[src/ttd_pkg.sv]
package ttd_pkg;

  localparam int unsigned CordicStepsDefault = 16;
  localparam int unsigned CordicStepsMax = 24;
  localparam int unsigned ZW = 34;

  typedef enum logic [1:0] {
    PH_START  = 2'd0,
    PH_TURN   = 2'd1,
    PH_DRIVE  = 2'd2,
    PH_ARRIVE = 2'd3
  } phase_e;

  typedef enum logic [2:0] {
    ST_IDLE   = 3'd0,
    ST_CORDIC = 3'd1,
    ST_MUL    = 3'd2,
    ST_SQRT   = 3'd3,
    ST_DIV    = 3'd4,
    ST_OUT1   = 3'd5,
    ST_OUT2   = 3'd6
  } state_e;

  localparam logic [2:0] RegTargetX = 3'd0;
  localparam logic [2:0] RegTargetY = 3'd1;
  localparam logic [2:0] RegHeadGain = 3'd2;
  localparam logic [2:0] RegDistGain = 3'd3;
  localparam logic [2:0] RegHeadTol = 3'd4;
  localparam logic [2:0] RegDistTol = 3'd5;
  localparam logic [2:0] RegTurnLim = 3'd6;
  localparam logic [2:0] RegSpeedLim = 3'd7;

  localparam logic signed [ZW-1:0] PiQ30 = 34'sd3373259426;

  function automatic logic [ZW-1:0] atan_q30(input logic [4:0] i);
    case (i)
      5'd0: atan_q30 = 34'h03243F6A8;
      5'd1: atan_q30 = 34'h01DAC6705;
      5'd2: atan_q30 = 34'h00FADBAFC;
      5'd3: atan_q30 = 34'h007F56EA6;
      5'd4: atan_q30 = 34'h003FEAB76;
      5'd5: atan_q30 = 34'h001FFD55B;
      5'd6: atan_q30 = 34'h000FFFAAA;
      5'd7: atan_q30 = 34'h0007FFF55;
      5'd8: atan_q30 = 34'h0003FFFEA;
      5'd9: atan_q30 = 34'h0001FFFFD;
      5'd10: atan_q30 = 34'h0000FFFFF;
      5'd11: atan_q30 = 34'h00007FFFF;
      5'd12: atan_q30 = 34'h00003FFFF;
      5'd13: atan_q30 = 34'h00001FFFF;
      5'd14: atan_q30 = 34'h00000FFFF;
      5'd15: atan_q30 = 34'h000007FFF;
      5'd16: atan_q30 = 34'h000003FFF;
      5'd17: atan_q30 = 34'h000001FFF;
      5'd18: atan_q30 = 34'h000000FFF;
      5'd19: atan_q30 = 34'h0000007FF;
      5'd20: atan_q30 = 34'h0000003FF;
      5'd21: atan_q30 = 34'h0000001FF;
      5'd22: atan_q30 = 34'h0000000FF;
      5'd23: atan_q30 = 34'h00000007F;
      default: atan_q30 = '0;
    endcase
  endfunction

endpackage

[src/turn_then_drive_goal_controller.sv]
// Turn-then-drive go-to-goal controller. Each accepted pose word yields zero, one or two
// result words on the master side, and a new pose word is taken only once every result of the
// previous one is out. A tick is accepted and then passes a setup step; a start tick then runs
// the serial atan2 rotator, a drive tick the bit-pair square root. Turn and drive ticks then
// run the shift-add gain multiplier and the restoring divide by 1536, and emit one result word
// at a time while the master side is ready. A tick in the arrived phase ends after setup with
// no result; stalls on the master side hold back the result words.
module turn_then_drive_goal_controller #(
  parameter int unsigned CORDIC_STEPS = ttd_pkg::CordicStepsDefault
) (
  input  logic        clk_i,
  input  logic        rst_ni,
  input  logic        s_axis_tvalid,
  output logic        s_axis_tready,
  // pose_x, pose_y, pose_heading
  input  logic [47:0] s_axis_tdata,
  // restart
  input  logic        s_axis_tuser,
  output logic        m_axis_tvalid,
  input  logic        m_axis_tready,
  // turn_rate, forward_speed, zero pad
  output logic [31:0] m_axis_tdata,
  // phase_code
  output logic [1:0]  m_axis_tuser,
  output logic        m_axis_tlast,
  input  logic        cfg_we_i,
  input  logic [2:0]  cfg_idx_i,
  input  logic [15:0] cfg_data_i
);
  localparam int unsigned ZW = ttd_pkg::ZW;
  localparam int unsigned NS = (CORDIC_STEPS > ttd_pkg::CordicStepsMax) ?
                               ttd_pkg::CordicStepsMax : CORDIC_STEPS;

  logic signed [15:0] tx_q, ty_q;
  logic [15:0] hg_q, dg_q;
  logic [14:0] htol_q, dtol_q, tlim_q, slim_q;

  always_ff @(posedge clk_i or negedge rst_ni) begin
    if (!rst_ni) begin
      tx_q <= '0; ty_q <= '0; hg_q <= 16'd3840; dg_q <= 16'd2560;
      htol_q <= 15'd41; dtol_q <= 15'd102; tlim_q <= 15'd4096; slim_q <= 15'd102;
    end else if (cfg_we_i) begin
      case (cfg_idx_i)
        ttd_pkg::RegTargetX:  tx_q <= cfg_data_i;
        ttd_pkg::RegTargetY:  ty_q <= cfg_data_i;
        ttd_pkg::RegHeadGain: hg_q <= cfg_data_i;
        ttd_pkg::RegDistGain: dg_q <= cfg_data_i;
        ttd_pkg::RegHeadTol:  htol_q <= cfg_data_i[14:0];
        ttd_pkg::RegDistTol:  dtol_q <= cfg_data_i[14:0];
        ttd_pkg::RegTurnLim:  tlim_q <= cfg_data_i[14:0];
        ttd_pkg::RegSpeedLim: slim_q <= cfg_data_i[14:0];
        default: ;
      endcase
    end
  end

  ttd_pkg::state_e st_q, st_d;
  ttd_pkg::phase_e ph_q, ph_d;
  logic signed [15:0] goal_q, goal_d;
  logic signed [16:0] dx_q, dy_q, err_q;
  logic signed [15:0] hd_q;
  logic signed [ZW-1:0] cx_q, cy_q, cz_q;
  logic [5:0] cnt_q, cnt_d;
  // multiplier: acc holds product, mcand shifts left, mplier shifts right
  logic [34:0] acc_q, mc_q;
  logic [17:0] mp_q;
  // sqrt / divide
  logic [34:0] rem_q, quo_q, sv_q;
  logic neg_q, two_q, drv_q;
  logic [15:0] turn_q;
  logic [14:0] spd_q;

  logic [16:0] absdx, absdy;
  assign absdx = dx_q[16] ? 17'(-dx_q) : 17'(dx_q);
  assign absdy = dy_q[16] ? 17'(-dy_q) : 17'(dy_q);

  // rotation index, one behind the counter after the preload cycle
  logic [4:0] ci;
  assign ci = cnt_q[4:0] - 5'd1;

  logic signed [ZW-1:0] sx, sy, za;
  assign sx = cx_q >>> ci;
  assign sy = cy_q >>> ci;
  assign za = $signed(ttd_pkg::atan_q30(ci));
  logic signed [ZW-1:0] zr;
  assign zr = (cz_q + ZW'(65536)) >>> 17;

  logic [16:0] aerr;
  assign aerr = err_q[16] ? 17'(-err_q) : 17'(err_q);

  // sqrt trial in rem_q (radicand bits shifted in via sv_q)
  logic [36:0] sq_rem, sq_trial;
  assign sq_rem = {rem_q, sv_q[33:32]};
  assign sq_trial = {quo_q[34:0], 2'b01};
  // divide trial
  logic [35:0] dv_rem;
  assign dv_rem = {rem_q, acc_q[34]};

  assign s_axis_tready = (st_q == ttd_pkg::ST_IDLE);

  always_comb begin
    st_d = st_q; cnt_d = cnt_q + 6'd1;
    case (st_q)
      ttd_pkg::ST_IDLE: if (s_axis_tvalid) st_d = ttd_pkg::ST_CORDIC;
      ttd_pkg::ST_CORDIC: if (ph_q != ttd_pkg::PH_START || cnt_q == 6'(NS + 1)) begin
        st_d = (ph_q == ttd_pkg::PH_DRIVE) ? ttd_pkg::ST_SQRT :
               (ph_q == ttd_pkg::PH_ARRIVE) ? ttd_pkg::ST_IDLE : ttd_pkg::ST_MUL;
        cnt_d = '0;
      end
      ttd_pkg::ST_SQRT: if (cnt_q == 6'd16) begin st_d = ttd_pkg::ST_MUL; cnt_d = '0; end
      ttd_pkg::ST_MUL: if (cnt_q == 6'd17) begin st_d = ttd_pkg::ST_DIV; cnt_d = '0; end
      ttd_pkg::ST_DIV: if (cnt_q == 6'd34) begin st_d = ttd_pkg::ST_OUT1; cnt_d = '0; end
      ttd_pkg::ST_OUT1: if (m_axis_tready)
        st_d = two_q ? ttd_pkg::ST_OUT2 : ttd_pkg::ST_IDLE;
      ttd_pkg::ST_OUT2: if (m_axis_tready) st_d = ttd_pkg::ST_IDLE;
      default: st_d = ttd_pkg::ST_IDLE;
    endcase
    if (st_q == ttd_pkg::ST_IDLE) cnt_d = '0;
  end

  always_comb begin
    ph_d = ph_q; goal_d = goal_q;
    if (st_q == ttd_pkg::ST_IDLE && s_axis_tvalid && s_axis_tuser) ph_d = ttd_pkg::PH_START;
    if (st_q == ttd_pkg::ST_CORDIC && ph_q == ttd_pkg::PH_START && cnt_q == 6'(NS + 1)) begin
      ph_d = ttd_pkg::PH_TURN;
      if (dx_q == 0 && dy_q == 0) goal_d = '0;
      else if (zr > 32767) goal_d = 16'sd32767;
      else if (zr < -32768) goal_d = -16'sd32768;
      else goal_d = zr[15:0];
    end
    if (st_q == ttd_pkg::ST_DIV && cnt_q == 6'd34) begin
      if (ph_q == ttd_pkg::PH_TURN && aerr <= {2'b0, htol_q}) ph_d = ttd_pkg::PH_DRIVE;
      else if (ph_q == ttd_pkg::PH_DRIVE && sv_q[16:0] <= {2'b0, dtol_q})
        ph_d = ttd_pkg::PH_ARRIVE;
    end
  end

  always_ff @(posedge clk_i or negedge rst_ni) begin
    if (!rst_ni) begin
      st_q <= ttd_pkg::ST_IDLE; ph_q <= ttd_pkg::PH_START; goal_q <= '0; cnt_q <= '0;
    end else begin
      st_q <= st_d; ph_q <= ph_d; goal_q <= goal_d; cnt_q <= cnt_d;
    end
  end

  always_ff @(posedge clk_i) begin
    case (st_q)
      ttd_pkg::ST_IDLE: if (s_axis_tvalid) begin
        dx_q <= 17'(tx_q) - 17'($signed(s_axis_tdata[15:0]));
        dy_q <= 17'(ty_q) - 17'($signed(s_axis_tdata[31:16]));
        hd_q <= s_axis_tdata[47:32];
        cx_q <= '0; cy_q <= '0; cz_q <= '0;
      end
      ttd_pkg::ST_CORDIC: begin
        if (cnt_q == 6'd0 && cx_q == 0 && cy_q == 0 && ph_q == ttd_pkg::PH_START
            && !drv_q) begin
          // preload: pre-rotate negative dx by pi
          if (dx_q[16]) begin
            cx_q <= -(ZW'(dx_q) <<< 14); cy_q <= -(ZW'(dy_q) <<< 14);
            cz_q <= dy_q[16] ? -ttd_pkg::PiQ30 : ttd_pkg::PiQ30;
          end else begin
            cx_q <= ZW'(dx_q) <<< 14; cy_q <= ZW'(dy_q) <<< 14; cz_q <= '0;
          end
        end else if (cnt_q != 6'(NS + 1)) begin
          if (!cy_q[ZW-1]) begin
            cx_q <= cx_q + sy; cy_q <= cy_q - sx; cz_q <= cz_q + za;
          end else begin
            cx_q <= cx_q - sy; cy_q <= cy_q + sx; cz_q <= cz_q - za;
          end
        end
        err_q <= 17'(goal_d) - 17'(hd_q);
        rem_q <= '0; quo_q <= '0;
        sv_q <= 35'({absdx} * {absdx}) + 35'({absdy} * {absdy});
      end
      ttd_pkg::ST_SQRT: begin
        if (sq_rem >= sq_trial) begin
          rem_q <= 35'(sq_rem - sq_trial); quo_q <= {quo_q[33:0], 1'b1};
        end else begin
          rem_q <= sq_rem[34:0]; quo_q <= {quo_q[33:0], 1'b0};
        end
        if (cnt_q == 6'd16) sv_q <= {quo_q[33:0], ~(sq_rem < sq_trial)};
        else sv_q <= sv_q << 2;
      end
      default: ;
    endcase
    if (st_q == ttd_pkg::ST_MUL) begin
      if (cnt_q == 6'd0) begin
        if (ph_q == ttd_pkg::PH_DRIVE) begin
          mc_q <= 35'(dg_q); mp_q <= 18'(sv_q[16:0]); neg_q <= 1'b0;
        end else begin
          mc_q <= 35'(hg_q); mp_q <= 18'(aerr); neg_q <= err_q[16];
        end
        acc_q <= '0;
      end else begin
        if (mp_q[0]) acc_q <= acc_q + mc_q;
        mc_q <= mc_q << 1; mp_q <= mp_q >> 1;
      end
      rem_q <= '0;
    end
    if (st_q == ttd_pkg::ST_DIV) begin
      if (cnt_q != 6'd34) begin
        if (dv_rem >= 36'd1536) begin
          rem_q <= 35'(dv_rem - 36'd1536); acc_q <= {acc_q[33:0], 1'b1};
        end else begin
          rem_q <= dv_rem[34:0]; acc_q <= {acc_q[33:0], 1'b0};
        end
      end else begin
        if (dv_rem >= 36'd1536) acc_q <= {acc_q[33:0], 1'b1};
        else acc_q <= {acc_q[33:0], 1'b0};
      end
    end
  end

  // result formation after division finishes
  logic [34:0] q_fin;
  assign q_fin = {acc_q[33:0], (dv_rem >= 36'd1536)};
  always_ff @(posedge clk_i or negedge rst_ni) begin
    if (!rst_ni) begin
      two_q <= 1'b0; drv_q <= 1'b0; turn_q <= '0; spd_q <= '0;
    end else begin
      if (st_q == ttd_pkg::ST_IDLE) drv_q <= 1'b0;
      if (st_q == ttd_pkg::ST_CORDIC) drv_q <= 1'b1;
      if (st_q == ttd_pkg::ST_DIV && cnt_q == 6'd34) begin
        if (ph_q == ttd_pkg::PH_TURN) begin
          two_q <= (aerr <= {2'b0, htol_q});
          spd_q <= '0;
          if (q_fin > 35'(tlim_q)) turn_q <= neg_q ? 16'(-{1'b0, tlim_q}) : {1'b0, tlim_q};
          else turn_q <= neg_q ? 16'(-q_fin[15:0]) : q_fin[15:0];
        end else begin
          two_q <= 1'b0; turn_q <= '0;
          spd_q <= (q_fin > 35'(slim_q)) ? slim_q : q_fin[14:0];
        end
      end
    end
  end

  logic [1:0] code1;
  assign code1 = two_q ? ttd_pkg::PH_TURN : ph_q;
  assign m_axis_tvalid = (st_q == ttd_pkg::ST_OUT1) || (st_q == ttd_pkg::ST_OUT2);
  assign m_axis_tdata = (st_q == ttd_pkg::ST_OUT2) ? 32'd0 : {1'b0, spd_q, turn_q};
  assign m_axis_tuser = (st_q == ttd_pkg::ST_OUT2) ? ph_q : code1;
  assign m_axis_tlast = (st_q == ttd_pkg::ST_OUT2) || !two_q;
endmodule
[config.mk]
export PLATFORM = sky130hd
export DESIGN_NAME = turn_then_drive_goal_controller
export DESIGN_NICKNAME = d
export VERILOG_FILES = /design/src/ttd_pkg.sv /design/src/turn_then_drive_goal_controller.sv
export SDC_FILE = /design/constraint.sdc
export NUM_CORES = 2
export LEC_CHECK = 0
export BUFFER_PORTS_ARGS = -buffer_cell sky130_fd_sc_hd__buf_2
export CAP_MARGIN = 20
export CORE_AREA = 2 2 353 494
export DETAILED_ROUTE_END_ITERATION = 10
export DIE_AREA = 0 0 355 496
export PLACE_DENSITY = 0.55
export SLEW_MARGIN = 20
export SYNTH_ARGS = -nofsm -noshare
export SYNTH_HDL_FRONTEND = slang
export SYNTH_SLANG_ARGS = --single-unit
[constraint.sdc]
create_clock -name clk_i -period 23.7 [get_ports clk_i]
set_input_delay 3.555 -clock clk_i [delete_from_list [all_inputs] [get_ports clk_i]]
set_output_delay 3.555 -clock clk_i [all_outputs]
set_load 0.005 [all_outputs]
Word-level counts from Yosys, hierarchy flattened
Memories as Yosys holds them, arrays and structs flattened.
Index checks and enable logic that the tools add are counted.
{"block": "classes", "n_reduce_logical": 43, "muxes": 77, "n_mul": 2, "n_bitwise": 1, "addsub": 23, "shift": 2, "n_eq_ne": 29, "order_cmp": 9}
{"operator": "2-to-1 mux 34 bit", "count": 15}
{"operator": "2-to-1 mux 35 bit", "count": 10}
{"operator": "case mux 34 bit (2 select lines)", "count": 4}
{"operator": "2-to-1 mux 16 bit", "count": 9}
{"operator": "case mux 35 bit (2 select lines)", "count": 2}
{"operator": "adder 34 bit", "count": 4}
{"operator": "subtractor 34 bit", "count": 3}
{"operator": "2-to-1 mux 17 bit", "count": 5}
{"operator": "> comparator 35 x 15 -> 1 bit", "count": 2}
{"operator": "logical NOT 34 bit", "count": 2}
{"operator": "multiplier 17 x 17 -> 34 bit", "count": 2}
{"operator": "negation 31 -> 34 bit", "count": 2}
{"operator": ">>> shifter 34 x 5 -> 34 bit", "count": 2}
{"operator": "logical NOT 32 bit", "count": 2}
{"operator": "negation 17 bit", "count": 3}
{"operator": "subtractor 16 x 16 -> 17 bit", "count": 3}
{"operator": "greater-or-equal comparator 37 bit", "count": 1}
{"operator": "less-than comparator 37 bit", "count": 1}
{"operator": "greater-or-equal comparator 36 x 11 -> 1 bit (second input constant)", "count": 1}
{"operator": "adder 35 bit", "count": 1}
{"operator": "subtractor 35 x 11 -> 35 bit (second input constant)", "count": 1}
{"operator": "subtractor 35 bit", "count": 1}
{"operator": "adder 34 x 18 -> 34 bit (second input constant)", "count": 1}
{"operator": "<= comparator 17 x 15 -> 1 bit", "count": 2}
{"operator": "38 further kinds", "count": 107}
{"block": "totals", "memories": 1, "input_bits": 73, "output_inout_bits": 37, "ff_bits": 546, "wordCells": 219, "rom_bits": 960}
{"memory": "(name not given)", "words": 32, "width": 30, "read_ports": 1, "rd_clocked_by_memory_dff": 0, "write_ports": 0, "line": "ttd_pkg.sv:36", "source": "case (i)"}

Logic depth before layout (Yosys ltp)
{"block": "logic_depth", "word_depth": 8, "mapped_depth": 40, "ltp_nobuf": 38}

Least setup slack after synthesis
Ideal clock, no wire load.
{"block": "synth_timing", "kind": "input -> register", "from": "input s_axis_tvalid", "to": "register cx_q[0], enable pin", "t_arrival_ps": 19403, "setup_time_ps": 1107, "path_buffers": 0, "t_required_ps": 22593, "path_stages": 2, "setup_slack_ps": 3190, "path_cell_list": "nor2_1 -> a2111oi_0"}
{"block": "synth_via", "elab_chain_len": 2}
{"item": "start: declaration", "line": "turn_then_drive_goal_controller.sv:13", "source": "input logic s_axis_tvalid,"}
{"item": "!= test 2 bit (no line)"}
{"item": "AND reduction 3 bit (no line)"}
{"item": "end signal: assignment", "line": "turn_then_drive_goal_controller.sv:159", "source": "cx_q <= -(ZW'(dx_q) <<< 14); cy_q <= -(ZW'(dy_q) <<< 14);"}
{"item": "end signal: assignment", "line": "turn_then_drive_goal_controller.sv:166", "source": "cx_q <= cx_q + sy; cy_q <= cy_q - sx; cz_q <= cz_q + za;"}
{"item": "end signal: assignment", "line": "turn_then_drive_goal_controller.sv:168", "source": "cx_q <= cx_q - sy; cy_q <= cy_q + sx; cz_q <= cz_q - za;"}
{"item": "end: declaration", "line": "turn_then_drive_goal_controller.sv:62", "source": "logic signed [ZW-1:0] cx_q, cy_q, cz_q;"}
Every way passes these cells.
A chain may end at the register's enable or synchronous reset.

Worst setup path after layout
{"block": "layout_timing", "from": "register dy_q[0]", "to": "register sv_q[32], data pin"}
{"block": "layout_via", "elab_chain_len": 5}
{"item": "start: declaration", "line": "turn_then_drive_goal_controller.sv:60", "source": "logic signed [16:0] dx_q, dy_q, err_q;"}
{"item": "start signal: assignment", "line": "turn_then_drive_goal_controller.sv:150", "source": "dy_q <= 17'(ty_q) - 17'($signed(s_axis_tdata[31:16]));"}
{"item": "negation 17 bit", "line": "turn_then_drive_goal_controller.sv:75", "source": "assign absdy = dy_q[16] ? 17'(-dy_q) : 17'(dy_q);"}
{"item": "2-to-1 mux 17 bit *", "line": "turn_then_drive_goal_controller.sv:75"}
{"item": "multiplier 17 x 17 -> 34 bit *", "line": "turn_then_drive_goal_controller.sv:173", "source": "sv_q <= 35'({absdx} * {absdx}) + 35'({absdy} * {absdy});"}
{"item": "adder 34 bit *", "line": "turn_then_drive_goal_controller.sv:173"}
{"item": "case mux 34 bit (2 select lines) *", "line": "turn_then_drive_goal_controller.sv:147", "source": "case (st_q)"}
{"item": "end signal: assignment", "line": "turn_then_drive_goal_controller.sv:173"}
{"item": "end signal: assignment", "line": "turn_then_drive_goal_controller.sv:181", "source": "if (cnt_q == 6'd16) sv_q <= {quo_q[33:0], ~(sq_rem < sq_trial)};"}
{"item": "end signal: assignment", "line": "turn_then_drive_goal_controller.sv:182", "source": "else sv_q <= sv_q << 2;"}
{"item": "end: declaration", "line": "turn_then_drive_goal_controller.sv:68", "source": "logic [34:0] rem_q, quo_q, sv_q;"}
Mark *: on every way between the ends. The rest lies on a longest branch, timed or not.

==> impl_metrics.csv <==
group,metric,value,unit
timing,rsz0062_at_grt,"no",
global_route,grt_pass1_vias,48859,
pwr,powerDensity,39.0,nW/µm²
critical_path,crit_type,"reg2reg",
logic_synthesis,ys_ff_latch,545,
clock_network,cts_sinks,545,
logic_synthesis,synth-edff-count,326,
outcome,outcome,"finished, final reports clean",
clock_network,ctsResizeCount,0,
pwr,combinationalPowerShare,0.142,
timing,setup-tns-final,0,ns
placement,placed_area,62800,µm²
logic_synthesis,yosys.cell_types.count,104,
logic_synthesis,syn_avg_cell_area,9.28,µm²
critical_path,crit_fanout,14,
floorplanning,fp.dieH,496,µm
clock_network,cts_setup_buffers,0,
pwr,p_int,1.84,mW
timing,finalMaxSlewViolations,0,
detailed_routing,first_pass_iters,6,
timing,period_minus_slack,12.12,ns
clock_network,cts_tree,"yes",
timing,finalHoldViolCount,0,
final_layout,synthToLayoutAreaGrowth,9.16,%
placement,port_buffers,108,
floorplanning,row_count,180,
pwr,switching_share,0.278,
clock_network,clock_tree.buffer_depth,3,
placement,gp_congestion,0.966,
final_layout,fillers,17433,
logic_synthesis,syn_area,59700,µm²
final_layout,fin_nets,7489,
clock_network,hold_buffers,0,
logic_synthesis,yosys_warnings,0,
global_route,grt_max_degree,88,
detailed_routing,drc,0,
timing,max_slew_margin,0.249,
detailed_routing,ant_nets,0,
final_layout,drive_above_1_share,0.0968,
floorplanning,coreArea,172000,µm²
logic_synthesis,seq_area_frac_synth,0.253,
critical_path,r2r_slack,11.58,ns
timing,fin_crit_sh,0.511,
logic_synthesis,async_reset_ff_frac,0.338,
global_route,antenna_found_initial,13,
critical_path,critPathCaptureType,"flip-flop",
floorplanning,boundaryPins,110,
timing,timing.fmax,82.5,MHz
critical_path,required,24.12,ns
clock_network,clk_latency,0.69,ns
clock_network,cts_made_buffers,68,
logic_synthesis,postSynthCellCount,6438,
clock_network,cts_root_buf,"clkbuf_16",
floorplanning,die_width,355,µm
timing,worst_pin_slew,1.12,ns
pwr,clkPwrFrac,0.428,
global_route,grt_pass1_wl,300,mm
floorplanning,die_area,176000,µm²
detailed_routing,via_per_inst,5.44,
detailed_routing,routed_wl,198,mm
pwr,p_leak,29.9,nW
global_route,gr-total-overflow,0,
clock_network,htree_levels,3,
pwr,p_switching,0.707,mW
detailed_routing,drt-initial-drc-count,3551,
critical_path,worstPathArrival,12.54,ns
final_layout,final_cell_area,65200,µm²
logic_synthesis,synth_ff_type,"edfxtp_1",
critical_path,slowest_delay,0.73,ns
clock_network,clk_pin_slew,0.06,ns
timing,finalSetupViolCount,0,
detailed_routing,vias,47918,
placement,hpwl,156,mm
pwr,seqPwrFrac,0.430,
critical_path,cp_slowest_cell,"o41ai_1",
detailed_routing,wl_per_cell,22.5,µm
run,max_cap_viol_count,0,
global_route,grtUsageTotal,0.224,
pwr,ir_worst_vdd,0.0000506,V
min_path,hp-class,"reg2reg",
critical_path,startpoint_type,"flip-flop",
timing,fin_skew,0.0346,ns
floorplanning,initial_core_util,0.348,
-- per-stage QoR --
step	setup WS, ns	std cells	hold slack [ns]	utilization	total power, mW
after CTS	11.61	8800	0.481	0.380	2.57
final	11.58	8803	0.475	0.380	2.54
after floorplan	3.19	6450	0.440	-	1.36
after detailed placement	11.64	8674	0.467	0.366	1.47
after global routing	10.93	8802	0.504	0.380	2.65
after global placement	11.78	8674	0.458	0.366	1.47
-- worst paths after layout --
check                          start        end  cells after the start
max                          dy_q[0]   sv_q[32]                     36
min reg2reg                spd_q[12]  spd_q[12]                      2
min in group asynchronous     rst_ni  turn_q[0]                      1
max reg2reg                  dy_q[0]   sv_q[32]                     36
min                        spd_q[12]  spd_q[12]                      2
max in group asynchronous     rst_ni   cnt_q[0]                      2
-- Yosys cell counts, types with 27 or more instances --
library cell / instances / area share
o21ai_0: 378 / 0.032
o31ai_1: 39 / 0.0049
a31oi_1: 50 / 0.0052
dfrtp_1: 166 / 0.070
a21o_1: 130 / 0.016
mux2i_1: 152 / 0.025
nor2_1: 496 / 0.031
edfxtp_1: 326 / 0.16
nor2b_1: 49 / 0.0051
xor2_1: 173 / 0.025
a22oi_1: 33 / 0.0041
o22ai_1: 39 / 0.0041
nand2_1: 570 / 0.036
and3_1: 41 / 0.0043
nor4_1: 35 / 0.0037
o21a_1: 49 / 0.0062
clkbuf_1: 177 / 0.011
or3_1: 41 / 0.0043
mux2_2: 167 / 0.031
nand2b_1: 58 / 0.0061
nor3_1: 82 / 0.0069
dfxtp_1: 35 / 0.012
nand4_1: 35 / 0.0037
a21oi_1: 323 / 0.027
o211ai_1: 27 / 0.0034
mux4_2: 70 / 0.026
fa_1: 456 / 0.15
ha_1: 490 / 0.10
a211oi_1: 39 / 0.0049
and2_1: 83 / 0.0087
nand3_1: 95 / 0.0080
xnor2_1: 247 / 0.036
inv_1: 866 / 0.054
-- power by group through the flow --
stage	Clock [mW]	Sequential [mW]	Combinational [mW]
2_1_floorplan	0	1.10	0.255
3_3_place_gp	0	1.11	0.354
3_5_place_dp	0	1.11	0.361
4_1_cts	1.11	1.09	0.364
5_1_grt	1.14	1.10	0.406
6_report	1.09	1.09	0.361
-- final cells by class --
class | count | area (µm²) | share of cell area
antenna | 2 | 5.00 | 0.0000768
clock buffer | 87 | 1920 | 0.0294
clock inverter | 39 | 392 | 0.00601
inverter | 885 | 3320 | 0.0510
multi-input combinational | 4774 | 40400 | 0.619
sequential | 545 | 15100 | 0.232
tap | 2275 | 2850 | 0.0437
timing repair buffer | 196 | 1210 | 0.0186
-- per-layer routing --
metal | part of all wire | vias up | track usage
li1 | - | 22213 | -
met1 | 0.40 | 23948 | 0.265
met2 | 0.50 | 1302 | 0.396
met3 | 0.044 | 443 | 0.0273
met4 | 0.061 | 12 | 0.118
met5 | 0.00039 | - | 0
-- worst max-delay path, delay by kind of cell (launching register included) --
family | cells | cell delay [ns]
compound gates | 9 | 2.43
flops | 1 | 0.62
fa+ha+maj | 10 | 4.75
buf+inv | 8 | 1.33
xor+xnor | 2 | 0.79
simple gates | 7 | 1.89
-- state kept, by name, summed over array words and instances, names as in the netlist, 15 cells and up --
name	flops
mp_q	17
spd_q	15
err_q	17
tx_q	16
quo_q	35
slim_q	15
goal_q	16
mc_q	35
hg_q	16
dx_q	17
tlim_q	15
acc_q	35
dy_q	17
dg_q	16
cy_q	34
cx_q	34
rem_q	35
ty_q	16
cz_q	34
htol_q	15
sv_q	34
turn_q	16
hd_q	16
dtol_q	15
-- kinds of logic (layout without fill, tap and decap cells) --
logic type,count (synthesis),after routing,share of synthesized area
simple gates,1671,1671,0.130
xor+xnor,420,420,0.0616
mux,398,398,0.0854
other cells,2,16,0.000126
flops,545,545,0.253
fa+ha+maj,946,946,0.256
compound gates,1325,1325,0.140
buf+inv,1131,1207,0.0742
-- cell usage in the layout (no fill, tap or decap), types with 87 or more instances in the layout --
master	netlist	final
edfxtp_1	326	326
fa_1	456	456
nand3_1	95	95
a21o_1	130	130
buf_2	26	107
nor2_1	496	494
dfrtp_1	166	165
xnor2_1	247	244
xor2_1	173	170
buf_4	6	87
o21ai_0	378	377
ha_1	490	488
mux2i_1	152	152
a21oi_1	323	321
inv_1	866	863
mux2_2	167	167
nand2_1	570	568
Power figures use the tool's default switching activity.
